==> config.mk <==
export PLATFORM = sky130hd
export DESIGN_NAME = keypad_scan_key_fifo
export DESIGN_NICKNAME = d
export VERILOG_FILES = /design/src/sv/ksf_pkg.sv /design/src/sv/ksf_ring.sv /design/src/sv/ksf_seq.sv /design/src/sv/keypad_scan_key_fifo.sv
export VERILOG_INCLUDE_DIRS = /design/src /design/src/sv
export SDC_FILE = /design/constraint.sdc
export NUM_CORES = 2
export LEC_CHECK = 0
export ABC_AREA = 1
export BUFFER_PORTS_ARGS = -buffer_cell sky130_fd_sc_hd__buf_2
export CORE_UTILIZATION = 30
export CTS_CLUSTER_SIZE = 12
export DETAILED_ROUTE_END_ITERATION = 16
export PLACE_DENSITY = 0.46
export SKIP_CTS_REPAIR_TIMING = 1
export SLEW_MARGIN = 5
export SYNTH_ARGS = -nofsm -noshare
export SYNTH_HDL_FRONTEND = slang
export SYNTH_SLANG_ARGS = --single-unit
==> constraint.sdc <==
create_clock -name clk -period 45.7 [get_ports clk]
set_input_delay 4.57 -clock clk [delete_from_list [all_inputs] [get_ports clk]]
set_output_delay 4.57 -clock clk [all_outputs]
set_load 0.02 [all_outputs]
==> src/sv/keypad_scan_key_fifo_assert.svh <==
// Assertion macros for the keypad scanner with key FIFO.
`ifndef KEYPAD_SCAN_KEY_FIFO_ASSERT_SVH
`define KEYPAD_SCAN_KEY_FIFO_ASSERT_SVH

// Implication checked at every rising clock edge outside reset.
`define KSF_ASSERT_IMP(lbl, clk_s, rst_n, ante, cons, msg) \
	lbl: assert property (@(posedge clk_s) disable iff (!rst_n) (ante) |-> (cons)) \
		else $error(msg);

// Condition that must never be seen outside reset.
`define KSF_ASSERT_NEVER(lbl, clk_s, rst_n, cond, msg) \
	lbl: assert property (@(posedge clk_s) disable iff (!rst_n) !(cond)) \
		else $error(msg);

`endif

==> src/sv/ksf_pkg.sv <==
// Shared types, constants and key map of the keypad scanner.
package ksf_pkg;

	// column counter covers the largest column count of eight
	localparam int COL_CNT_W = 3;
	localparam int LIMIT_W = 7;
	localparam int FILL_W = 9;
	localparam logic [LIMIT_W-1:0] MAX_READ = 7'd64;
	localparam int FILL_MAX = 511;
	localparam int MAP_ROWS = 4;
	localparam int MAP_COLS = 3;

	// request kinds carried in tuser
	localparam logic REQ_SCAN = 1'b0;
	localparam logic REQ_READ = 1'b1;

	localparam logic [7:0] KEY_MAP [MAP_ROWS*MAP_COLS] = '{
		"1", "2", "3",
		"4", "5", "6",
		"7", "8", "9",
		"*", "0", "#"
	};

	typedef enum logic [2:0] {
		ST_IDLE,
		ST_SCAN,
		ST_SCAN_DONE,
		ST_RD_ADDR,
		ST_RD_DATA,
		ST_EMPTY
	} ksf_state_t;

	typedef struct packed {
		logic [7:0]        key_char;
		logic              char_valid;
		logic              last_item;
		logic [1:0]        keys_added;
		logic              overflow;
		logic [FILL_W-1:0] fill_level;
	} ksf_res_t;

	// keys outside the 4x3 map give code 0
	function automatic logic [7:0] key_code(input logic [1:0] row,
		input logic [COL_CNT_W-1:0] col);
		logic [7:0] code;
		code = 8'h00;
		if (col < COL_CNT_W'(MAP_COLS)) begin
			code = KEY_MAP[4'(row) * 4'(MAP_COLS) + 4'(col[1:0])];
		end
		return code;
	endfunction

endpackage

==> src/sv/ksf_ring.sv <==
// Character ring storage: one write port, one registered read port.
module ksf_ring #(
	parameter int DEPTH = 256,
	parameter int AW = 8
) (
	input  logic          clk,
	input  logic          we,
	input  logic [AW-1:0] waddr,
	input  logic [7:0]    wdata,
	input  logic          re,
	input  logic [AW-1:0] raddr,
	output logic [7:0]    rdata
);

	logic [7:0] mem [DEPTH];
	logic [7:0] rdata_q;

	always_ff @(posedge clk) begin
		if (we) begin
			mem[waddr] <= wdata;
		end
		if (re) begin
			rdata_q <= mem[raddr];
		end
	end

	assign rdata = rdata_q;

endmodule

==> src/sv/ksf_seq.sv <==
// Sequencer: walks columns of a scan one per cycle, drains the ring one char per pass.
module ksf_seq #(
	parameter int RING_DEPTH = 256,
	parameter int ROW_COUNT = 4,
	parameter int COLUMN_COUNT = 3,
	parameter int AW = 8
) (
	input  logic                         clk,
	input  logic                         arst_n,
	input  logic                         in_valid,
	output logic                         in_ready,
	input  logic                         in_req,
	input  logic [1:0]                   in_row,
	input  logic [2:0]                   in_cols,
	input  logic [ksf_pkg::LIMIT_W-1:0]  in_limit,
	input  logic                         out_free,
	output logic                         push,
	output ksf_pkg::ksf_res_t            res,
	output logic                         mem_we,
	output logic [AW-1:0]                mem_waddr,
	output logic [7:0]                   mem_wdata,
	output logic                         mem_re,
	output logic [AW-1:0]                mem_raddr,
	input  logic [7:0]                   mem_rdata
);

	localparam int HW = $clog2(RING_DEPTH + 1);
	localparam int KN = ROW_COUNT * COLUMN_COUNT;
	localparam int KW = (KN > 1) ? $clog2(KN) : 1;
	localparam int CW = ksf_pkg::COL_CNT_W;

	ksf_pkg::ksf_state_t state_q, state_d;

	logic [KN-1:0]                key_q;
	logic [AW-1:0]                wr_q, rd_q;
	logic [HW-1:0]                held_q;
	logic [CW-1:0]                col_q;
	logic [KW-1:0]                idx_q;
	logic [1:0]                   row_q;
	logic [2:0]                   lvl_q;
	logic [1:0]                   added_q;
	logic                         ovf_q;
	logic [ksf_pkg::LIMIT_W-1:0]  remain_q;

	logic                         accept;
	logic                         row_ok;
	logic [ksf_pkg::LIMIT_W-1:0]  lim;
	logic [ksf_pkg::LIMIT_W-1:0]  n_rd;
	logic                         lvl;
	logic                         chg;
	logic                         rise;
	logic                         room;
	logic                         last_col;
	logic [ksf_pkg::FILL_W-1:0]   fill;

	assign accept = in_valid && in_ready;
	assign row_ok = int'(in_row) < ROW_COUNT;

	always_comb begin
		lim = (in_limit > ksf_pkg::MAX_READ) ? ksf_pkg::MAX_READ : in_limit;
		if (int'(held_q) < int'(lim)) begin
			n_rd = ksf_pkg::LIMIT_W'(held_q);
		end else begin
			n_rd = lim;
		end
	end

	// current column of the scan
	assign lvl      = (col_q < CW'(3)) ? lvl_q[col_q[1:0]] : 1'b0;
	assign chg      = key_q[idx_q] != lvl;
	assign rise     = chg && lvl;
	assign room     = int'(held_q) < RING_DEPTH;
	assign last_col = col_q == CW'(COLUMN_COUNT - 1);
	assign fill     = (int'(held_q) > ksf_pkg::FILL_MAX) ?
		ksf_pkg::FILL_W'(ksf_pkg::FILL_MAX) : ksf_pkg::FILL_W'(held_q);

	// next state
	always_comb begin
		state_d = state_q;
		unique case (state_q)
			ksf_pkg::ST_IDLE: begin
				if (accept) begin
					if (in_req == ksf_pkg::REQ_READ) begin
						state_d = (n_rd == '0) ? ksf_pkg::ST_EMPTY : ksf_pkg::ST_RD_ADDR;
					end else begin
						state_d = row_ok ? ksf_pkg::ST_SCAN : ksf_pkg::ST_SCAN_DONE;
					end
				end
			end
			ksf_pkg::ST_SCAN: begin
				if (last_col) begin
					state_d = ksf_pkg::ST_SCAN_DONE;
				end
			end
			ksf_pkg::ST_SCAN_DONE, ksf_pkg::ST_EMPTY: begin
				if (out_free) begin
					state_d = ksf_pkg::ST_IDLE;
				end
			end
			ksf_pkg::ST_RD_ADDR: begin
				state_d = ksf_pkg::ST_RD_DATA;
			end
			ksf_pkg::ST_RD_DATA: begin
				if (out_free) begin
					state_d = (remain_q == '0) ? ksf_pkg::ST_IDLE : ksf_pkg::ST_RD_ADDR;
				end
			end
			default: state_d = ksf_pkg::ST_IDLE;
		endcase
	end

	// outputs
	always_comb begin
		in_ready       = 1'b0;
		push           = 1'b0;
		mem_we         = 1'b0;
		mem_re         = 1'b0;
		res.key_char   = 8'h00;
		res.char_valid = 1'b0;
		res.last_item  = 1'b1;
		res.keys_added = 2'd0;
		res.overflow   = 1'b0;
		res.fill_level = fill;
		unique case (state_q)
			ksf_pkg::ST_IDLE: begin
				in_ready = 1'b1;
			end
			ksf_pkg::ST_SCAN: begin
				mem_we = rise && room;
			end
			ksf_pkg::ST_SCAN_DONE: begin
				push           = out_free;
				res.keys_added = added_q;
				res.overflow   = ovf_q;
			end
			ksf_pkg::ST_EMPTY: begin
				push = out_free;
			end
			ksf_pkg::ST_RD_ADDR: begin
				mem_re = 1'b1;
			end
			ksf_pkg::ST_RD_DATA: begin
				push           = out_free;
				res.key_char   = mem_rdata;
				res.char_valid = 1'b1;
				res.last_item  = remain_q == '0;
			end
			default: begin
			end
		endcase
	end

	assign mem_waddr = wr_q;
	assign mem_wdata = ksf_pkg::key_code(row_q, col_q);
	assign mem_raddr = rd_q;

	always_ff @(posedge clk or negedge arst_n) begin
		if (!arst_n) begin
			state_q  <= ksf_pkg::ST_IDLE;
			key_q    <= '0;
			wr_q     <= '0;
			rd_q     <= '0;
			held_q   <= '0;
			added_q  <= '0;
			ovf_q    <= 1'b0;
			remain_q <= '0;
		end else begin
			state_q <= state_d;
			unique case (state_q)
				ksf_pkg::ST_IDLE: begin
					if (accept) begin
						added_q  <= '0;
						ovf_q    <= 1'b0;
						remain_q <= n_rd;
					end
				end
				ksf_pkg::ST_SCAN: begin
					if (chg) begin
						key_q[idx_q] <= lvl;
					end
					if (rise) begin
						if (room) begin
							wr_q   <= (int'(wr_q) == RING_DEPTH - 1) ? '0 : wr_q + 1'b1;
							held_q <= held_q + 1'b1;
							if (added_q != 2'd3) begin
								added_q <= added_q + 1'b1;
							end
						end else begin
							ovf_q <= 1'b1;
						end
					end
				end
				ksf_pkg::ST_RD_ADDR: begin
					rd_q     <= (int'(rd_q) == RING_DEPTH - 1) ? '0 : rd_q + 1'b1;
					held_q   <= held_q - 1'b1;
					remain_q <= remain_q - 1'b1;
				end
				default: begin
				end
			endcase
		end
	end

	// scan operands and column walk
	always_ff @(posedge clk) begin
		if (accept) begin
			row_q <= in_row;
			lvl_q <= in_cols;
			col_q <= '0;
			idx_q <= KW'(int'(in_row) * COLUMN_COUNT);
		end else if (state_q == ksf_pkg::ST_SCAN) begin
			col_q <= col_q + 1'b1;
			idx_q <= idx_q + 1'b1;
		end
	end

endmodule

==> src/sv/keypad_scan_key_fifo.sv <==
// Keypad matrix scanner with a character FIFO ring: top level.
// Scan beat: walks the columns in turn, then stages the result in the output beat register.
// Read beat: each drained character passes the ring read port, then the output register, plus stalls.
// Empty read: a single result once the output register is free. Next beat is taken once the result is staged.
// arst_n clears key levels, ring pointers and fill count at once; ring contents are not cleared.
module keypad_scan_key_fifo #(
	parameter int RING_DEPTH = 256,
	parameter int ROW_COUNT = 4,
	parameter int COLUMN_COUNT = 3
) (
	input  logic        clk,
	input  logic        arst_n,
	input  logic        s_tvalid,
	output logic        s_tready,
	input  logic [15:0] s_tdata,  // row_index[1:0], column_levels[4:2], read_limit[11:5]
	input  logic [0:0]  s_tuser,  // req_type[0]
	output logic        m_tvalid,
	input  logic        m_tready,
	output logic [23:0] m_tdata,  // key_char[7:0], keys_added[9:8], overflow[10], fill_level[19:11]
	output logic [0:0]  m_tuser,  // char_valid[0]
	output logic        m_tlast
);

	localparam int AW = $clog2(RING_DEPTH);

	logic              push;
	logic              out_free;
	ksf_pkg::ksf_res_t res;
	ksf_pkg::ksf_res_t res_q;
	logic              m_tvalid_q;

	logic              mem_we;
	logic [AW-1:0]     mem_waddr;
	logic [7:0]        mem_wdata;
	logic              mem_re;
	logic [AW-1:0]     mem_raddr;
	logic [7:0]        mem_rdata;

	assign out_free = !m_tvalid_q || m_tready;

	ksf_seq #(
		.RING_DEPTH(RING_DEPTH),
		.ROW_COUNT(ROW_COUNT),
		.COLUMN_COUNT(COLUMN_COUNT),
		.AW(AW)
	) u_seq (
		.clk(clk),
		.arst_n(arst_n),
		.in_valid(s_tvalid),
		.in_ready(s_tready),
		.in_req(s_tuser[0]),
		.in_row(s_tdata[1:0]),
		.in_cols(s_tdata[4:2]),
		.in_limit(s_tdata[11:5]),
		.out_free(out_free),
		.push(push),
		.res(res),
		.mem_we(mem_we),
		.mem_waddr(mem_waddr),
		.mem_wdata(mem_wdata),
		.mem_re(mem_re),
		.mem_raddr(mem_raddr),
		.mem_rdata(mem_rdata)
	);

	ksf_ring #(
		.DEPTH(RING_DEPTH),
		.AW(AW)
	) u_ring (
		.clk(clk),
		.we(mem_we),
		.waddr(mem_waddr),
		.wdata(mem_wdata),
		.re(mem_re),
		.raddr(mem_raddr),
		.rdata(mem_rdata)
	);

	// output beat register
	always_ff @(posedge clk or negedge arst_n) begin
		if (!arst_n) begin
			m_tvalid_q <= 1'b0;
		end else if (push) begin
			m_tvalid_q <= 1'b1;
		end else if (m_tready) begin
			m_tvalid_q <= 1'b0;
		end
	end

	always_ff @(posedge clk) begin
		if (push) begin
			res_q <= res;
		end
	end

	assign m_tvalid = m_tvalid_q;
	assign m_tdata  = {4'd0, res_q.fill_level, res_q.overflow, res_q.keys_added,
		res_q.key_char};
	assign m_tuser  = res_q.char_valid;
	assign m_tlast  = res_q.last_item;

`include "keypad_scan_key_fifo_assert.svh"

	`KSF_ASSERT_IMP(a_push_room, clk, arst_n, push, out_free, "beat staged over a pending one")
	`KSF_ASSERT_IMP(a_char_clean, clk, arst_n, m_tvalid && m_tuser[0], m_tdata[10:8] == 3'd0, "char beat carries scan flags")
	`KSF_ASSERT_IMP(a_invalid_last, clk, arst_n, m_tvalid && !m_tuser[0], m_tlast, "invalid beat not last")
	`KSF_ASSERT_NEVER(a_fill_bound, clk, arst_n, m_tvalid && (int'(m_tdata[19:11]) > RING_DEPTH), "fill above ring depth")

endmodule

**Word level (Yosys, flattened, before mapping)**

Memory sizes are Yosys's and may differ from the RTL's. A register that Yosys moved wholly into a read port is not among the register bits.
Index checks and enable logic that the tools add are counted.

- Register bits after elaboration: 85
- Memories: 2
- ROM bits: 128
- Input port bits: 21
- Word-level logic and storage cells: 130
- RAM bits: 2048

- Equal/unequal tests: 18
- $add $sub $neg: 9
- Mux-type cells: 48
- Multipliers: 2
- $lt $le $gt $ge: 8
- Reduce and logical (&&, ||, !) cells: 23
- Bitwise operators: 1

Memories:

| memory | words | bits a word | rd ports | clocked after Yosys merged registers in | write ports | line | RTL |
|---|---|---|---|---|---|---|---|
| u_ring.mem | 256 | 8 | 1 | 1 | 1 | ksf_ring.sv:15 | `logic [7:0] mem [DEPTH];` |
| (name not given) | 16 | 8 | 1 | 0 | 0 | ksf_pkg.sv:48 | `code = KEY_MAP[4'(row) * 4'(MAP_COLS) + 4'(col[1:0])];` |

Operators by type and width:

| cell | count |
|---|---|
| $mux 8 | 5 |
| $mux 7 | 3 |
| $mux 3 | 6 |
| $mux 9 | 2 |
| $pmux 9 s2 | 1 |
| $add 8x1->8 const B | 2 |
| $eq 8x1->1 const B | 2 |
| $mux 1 | 15 |
| $pmux 3 s5 | 1 |
| $logic_not 7->1 | 2 |
| $pmux 7 s2 | 1 |
| $bwmux 12 | 1 |
| $mux 2 | 6 |
| $ne 2x1->1 const B | 5 |
| $reduce_bool 2->1 | 5 |
| $add 9x1->9 const B | 1 |
| $eq 3x2->1 const B | 3 |
| $lt 9x7->1 | 1 |
| $lt 9x9->1 const B | 1 |
| $sub 9x1->9 const B | 1 |
| $mul 2x2->4 const B | 2 |
| $mux 4 | 2 |
| $ne 2x2->1 const B | 4 |
| $reduce_and 4->1 | 2 |
| 29 further kinds | 35 |

**Depth between registers and ports, before layout**

- Depth after elaboration: 9
- Gate-level depth with buffers: 20
- Depth with buffers taken out: 20

**Modules after synthesis**

From an unflattened synthesis, not the netlist that was laid out.

- Cells, all modules: 7566
- Area, all modules: 88369.8 um^2

Modules (own cells, without submodules):

| module | sequential area each (um^2) | cells each | area each (um^2) | instances |
|---|---|---|---|---|
| ksf_ring | 61739.2 | 7003 | 83476.3 | 1 |
| ksf_seq | 1581.5 | 531 | 4154.0 | 1 |
| keypad_scan_key_fifo | 685.7 | 32 | 739.5 | 1 |

**Worst setup path after synthesis**

No wires, ideal clock.

- Path kind: reg2reg
- From: register u_seq.col_q[1]
- To: memory u_ring.mem[0][2] (data pin)
- Library setup time: 2094 ps
- Stages on the path, launching flop included: 4
- Arrival time: 18222 ps
- Slack: 25384 ps
- Path through: dfxtp_1 -> a21oi_1 -> inv_1 -> nor3_1

- Word-level cells in the longest chain between the ends: 6
- Elaborated cells between the ends (all ways): 7

RTL lines:

| what | line | RTL |
|---|---|---|
| from (decl) | ksf_seq.sv:37 | `logic [CW-1:0] col_q;` |
| from (signal assigned) | ksf_seq.sv:212 | `col_q <= col_q + 1'b1;` |
| $add 4x2->4 | ksf_pkg.sv:48 |  |
| $not 4->5 (not written as such) | ksf_pkg.sv:48 |  |
| $mem_v2 16x8 | n/a |  |
| $mux 8 (not written as such) (2 in a row) | ksf_pkg.sv:48 |  |
| $mux 8 * | ksf_pkg.sv:47 | `if (col < COL_CNT_W'(MAP_COLS)) begin` |
| named net mem_wdata[2] | keypad_scan_key_fifo.sv:34 | `logic [7:0] mem_wdata;` |
| to (decl) | ksf_ring.sv:15 |  |

The timed path passes the listed nets; every way through them passes the cells marked *. The select of a mux whose other input is x is not followed.

**Worst setup path in the final report**

- From: register u_seq.state_q[1]
- To: output s_tready

- Word-level cells in the longest chain between the ends: 2

RTL lines:

| what | line | RTL |
|---|---|---|
| from (decl) | ksf_seq.sv:32 | `ksf_pkg::ksf_state_t state_q, state_d;` |
| from (signal assigned) | ksf_seq.sv:159 | `state_q <= ksf_pkg::ST_IDLE;` |
| from (signal assigned) | ksf_seq.sv:168 | `state_q <= state_d;` |
| $logic_not 3->1 | ksf_seq.sv:124 | `unique case (state_q)` |
| $mux 1 | ksf_seq.sv:124 |  |
| to (decl) | keypad_scan_key_fifo.sv:14 | `output logic s_tready,` |

No other way between the ends.

==> results_dict.tcl <==
set metrics [dict create \
    aggregate_global_route_resource_usage 0.1680 \
    synth_seq_cells 1625 \
    core_area_sq_um 222300 \
    die_x_microns 474.8 \
    power.density_cell_area_nw_per_um2 71.87 \
    tritoncts_clock_tree "done" \
    tightest_slew_ns 1.317 \
    worstHoldPathType "reg -> reg" \
    cts_buffers 179 \
    worst_ep_required_time_ns 41.13 \
    synth_flop_cell "edfxtp_1" \
    grt_setup_unrepaired "false" \
    grt_pass1_wl_microns 280700 \
    finalHoldViolCount 0 \
    post-route-min-period_ns 6.391 \
    ff2ff_path_depth 17 \
    status "finished clean" \
    place.gp.congestion 0.8039 \
    max_freq_mhz 156.5 \
    async_flop_share 0.03138 \
    timing.final.crit_share 0.1398 \
    sequential_area_share_after_synthesis 0.7233 \
    leakage_nw 24.02 \
    worstHoldPathCells 2 \
    first_global_vias 41308 \
    average_wire_per_cell_in_the_routed_design_microns 22.40 \
    drt-total-wl_microns 191800 \
    worst-r2r-setup-slack_ns 40.78 \
    initial_antenna_violation_count 2 \
    tritoncts_num_sinks 1625 \
    portBuffers 38 \
    grt.overflow.total 0 \
    setup_tns_ns 0 \
    max-cap-violations 0 \
    h-tree-depth 4 \
    largest_net_degree_at_the_start_of_global_routing 200 \
    start_kind "flip-flop" \
    first_drt_pass_iteration_count 6 \
    yosys_warnings 0 \
    timing.rr.end "u_ring.rdata[0]" \
    synth-edff-count 1571 \
    critPathArrivalTime_ns 1.82 \
    cts.reportedPaths.clkPinSlew_ns 0.06 \
    report.power.total_w 0.005391 \
    endpoint_kind "output pin" \
    total_vias_in_the_final_route 42510 \
    synthToLayoutAreaGrowth_pct 11.83 \
    hold_path.startpoint "u_seq.key_q[1]" \
    clk-insertion-delay-late_ns 0.81 \
    finalSetupViolations 0 \
    io_pins 49 \
    die_outline_height_microns 474.8 \
    critPathMaxFanout 6 \
    distinct_cell_type_count_of_the_synthesized_netlist 51 \
    clock_tree.root_cell "clkbuf_16" \
    cts-root-to-sink-buffers 3 \
    irDropWorstVdd_uv 142.1 \
    placed_cells 8243 \
    instances_no_fill 8564 \
    min_delay_worst_endpoint "u_seq.key_q[1]" \
    synth_area_per_cell_sq_um 12.13 \
    syn-instance-count 5528 \
    count_of_nets_left_with_antenna_violations_after_detail_routing 0 \
    detailedRoute.firstIterationViolations 3724 \
    vias_per_cell 4.964 \
    critical_path_class "reg -> out" \
    core.rowCount 173 \
    maxSlewViolCount 0 \
    dp.final_hpwl_microns 103900 \
    r2r_start "u_seq.mem_raddr[0]" \
    nNetsFinal 5507 \
    layout-drive-gt1-share 0.06693 \
    timing.max_slew.rel_slack 0.1152 \
    start_util 0.3017 \
    drc 0 \
    synth.cell_area_sq_um 67070 \
    area_of_the_die_sq_um 225500 \
    dpl_worst_slack_ns 38.68 \
    timing.final.ws_setup_ns 39.31 \
    clock-skew-final_ns 0.02341 \
    nFillCells 22050 \
]
==> layer usage <==
layer / global-route usage / wire [microns] / part of all wire / up-vias
li1: - / - / - / 19721
met1: 0.2359 / 88180 / 0.46 / 21497
met2: 0.2716 / 90230 / 0.47 / 1042
met3: 0.02282 / 9481 / 0.049 / 250
met4: 0.04390 / 3951 / 0.021 / 0
met5: 0 / 0 / 0 / -
==> metrics by stage <==
step | util | hold WS (ns) | instance area [sq um]
finish | 0.3374 | 0.4869 | 75010
CTS | 0.3374 | 0.4913 | 75010
global route | 0.3374 | 0.5114 | 75010
floorplan | - | 0.4478 | 67090
global placement | 0.3134 | 0.4725 | 69660
detailed placement | 0.3134 | 0.4758 | 69660
==> cells in the final DEF, fill, tap and decap left out, types with 38 or more instances in the layout <==
master | Yosys | final
a21oi_1 | 76 | 75
buf_2 | 168 | 38
buf_4 | 58 | 46
clkbuf_1 | 91 | 52
clkbuf_16 | 0 | 183
clkinv_1 | 1 | 44
dfrtp_1 | 51 | 47
edfxtp_1 | 1571 | 1571
inv_1 | 139 | 136
nand2_1 | 523 | 523
nand3_1 | 233 | 232
nor2_1 | 1262 | 1258
o211ai_1 | 176 | 176
o21ai_0 | 698 | 698
o21ai_1 | 116 | 116
o22ai_1 | 148 | 148
==> sequential cells by signal, indices dropped and copies added (netlist names) <==
name / cells
u_ring.mem: 1536
m_tdata: 18
u_seq.key_q: 12
u_seq.fill: 9
u_seq.mem_raddr: 8
u_seq.mem_waddr: 8
u_seq.remain_q: 7
u_ring.rdata: 6
u_seq.idx_q: 4
u_seq.col_q: 3
u_seq.lvl_q: 3
u_seq.state_q: 3
u_seq.added_q: 2
u_seq.row_q: 2
m_tlast: 1
m_tuser: 1
m_tvalid: 1
u_seq.ovf_q: 1
==> cell usage after synthesis (4+ instances only) <==
| cell | n | share of area |
|---|---|---|
| xor2_1 | 9 | 0.0012 |
| nor2_4 | 5 | 0.00084 |
| a21oi_1 | 76 | 0.0057 |
| inv_1 | 139 | 0.0078 |
| nand3b_1 | 8 | 0.00090 |
| o21ai_0 | 698 | 0.052 |
| nor2_1 | 1262 | 0.071 |
| ha_1 | 34 | 0.0063 |
| inv_2 | 7 | 0.00039 |
| o21ai_1 | 116 | 0.0087 |
| edfxtp_1 | 1571 | 0.70 |
| nor3_1 | 15 | 0.0011 |
| buf_6 | 27 | 0.0045 |
| nand3_1 | 233 | 0.017 |
| nand2_1 | 523 | 0.029 |
| buf_2 | 168 | 0.013 |
| dfrtp_1 | 51 | 0.019 |
| o221ai_1 | 21 | 0.0027 |
| o22ai_1 | 148 | 0.014 |
| a31oi_1 | 10 | 0.00093 |
| buf_4 | 58 | 0.0065 |
| o211ai_1 | 176 | 0.020 |
| nand2_2 | 14 | 0.0013 |
| buf_1 | 15 | 0.00084 |
| clkbuf_1 | 91 | 0.0051 |
| nand4_1 | 12 | 0.0011 |
| or2_2 | 4 | 0.00037 |
==> report_power, final <==
part           switching (W)  internal (W)
clock network       0.000588      0.000756
registers          0.0000490       0.00216
logic                0.00146      0.000378
==> area by class of cell <==
type | count | area [sq um] | area share
Sequential cell | 1625 | 48520 | 0.6469
Multi-Input combinational cell | 3398 | 16060 | 0.2141
Clock buffer | 236 | 4788 | 0.06384
Tap cell | 2975 | 3722 | 0.04962
Timing Repair Buffer | 96 | 775.7 | 0.01034
Inverter | 149 | 583.1 | 0.007773
Clock inverter | 84 | 556.8 | 0.007423
Antenna cell | 1 | 2.502 | 0.00003336
==> worst max path at each step <==
stage                           from          endpoint  slack (ns)  cells after the start
floorplan             u_seq.col_q[1]  u_ring.mem[0][2]       25.38                      3
global placement          s_tdata[5]  u_seq.state_q[1]       38.61                     21
detailed placement        s_tdata[5]  u_seq.state_q[1]       38.68                     21
CTS                 u_seq.state_q[1]          s_tready       39.22                      4
global route        u_seq.state_q[1]          s_tready       39.16                      4
finish              u_seq.state_q[1]          s_tready       39.31                      4
==> cell families (layout without fill, tap and decap cells) <==
family          count (synthesis)  after routing  synth area share
simple gates                 2087           2087            0.1245
flops                        1625           1625            0.7233
compound gates               1255           1255            0.1048
buf+inv                       510            565           0.03843
fa+ha+maj                      37             37          0.007238
xor+xnor                       12             12          0.001567
other cells                     1              7        0.00005591
mux                             1              1         0.0001492
==> worst max-delay path, cell delays in order (launching register included) <==
cell and delay, ns:
dfrtp_1 0.49, nor2_1 0.16, inv_1 0.06, nor2_1 0.14
buf_2 0.19
No activity file was read; power rests on OpenSTA's default activity.
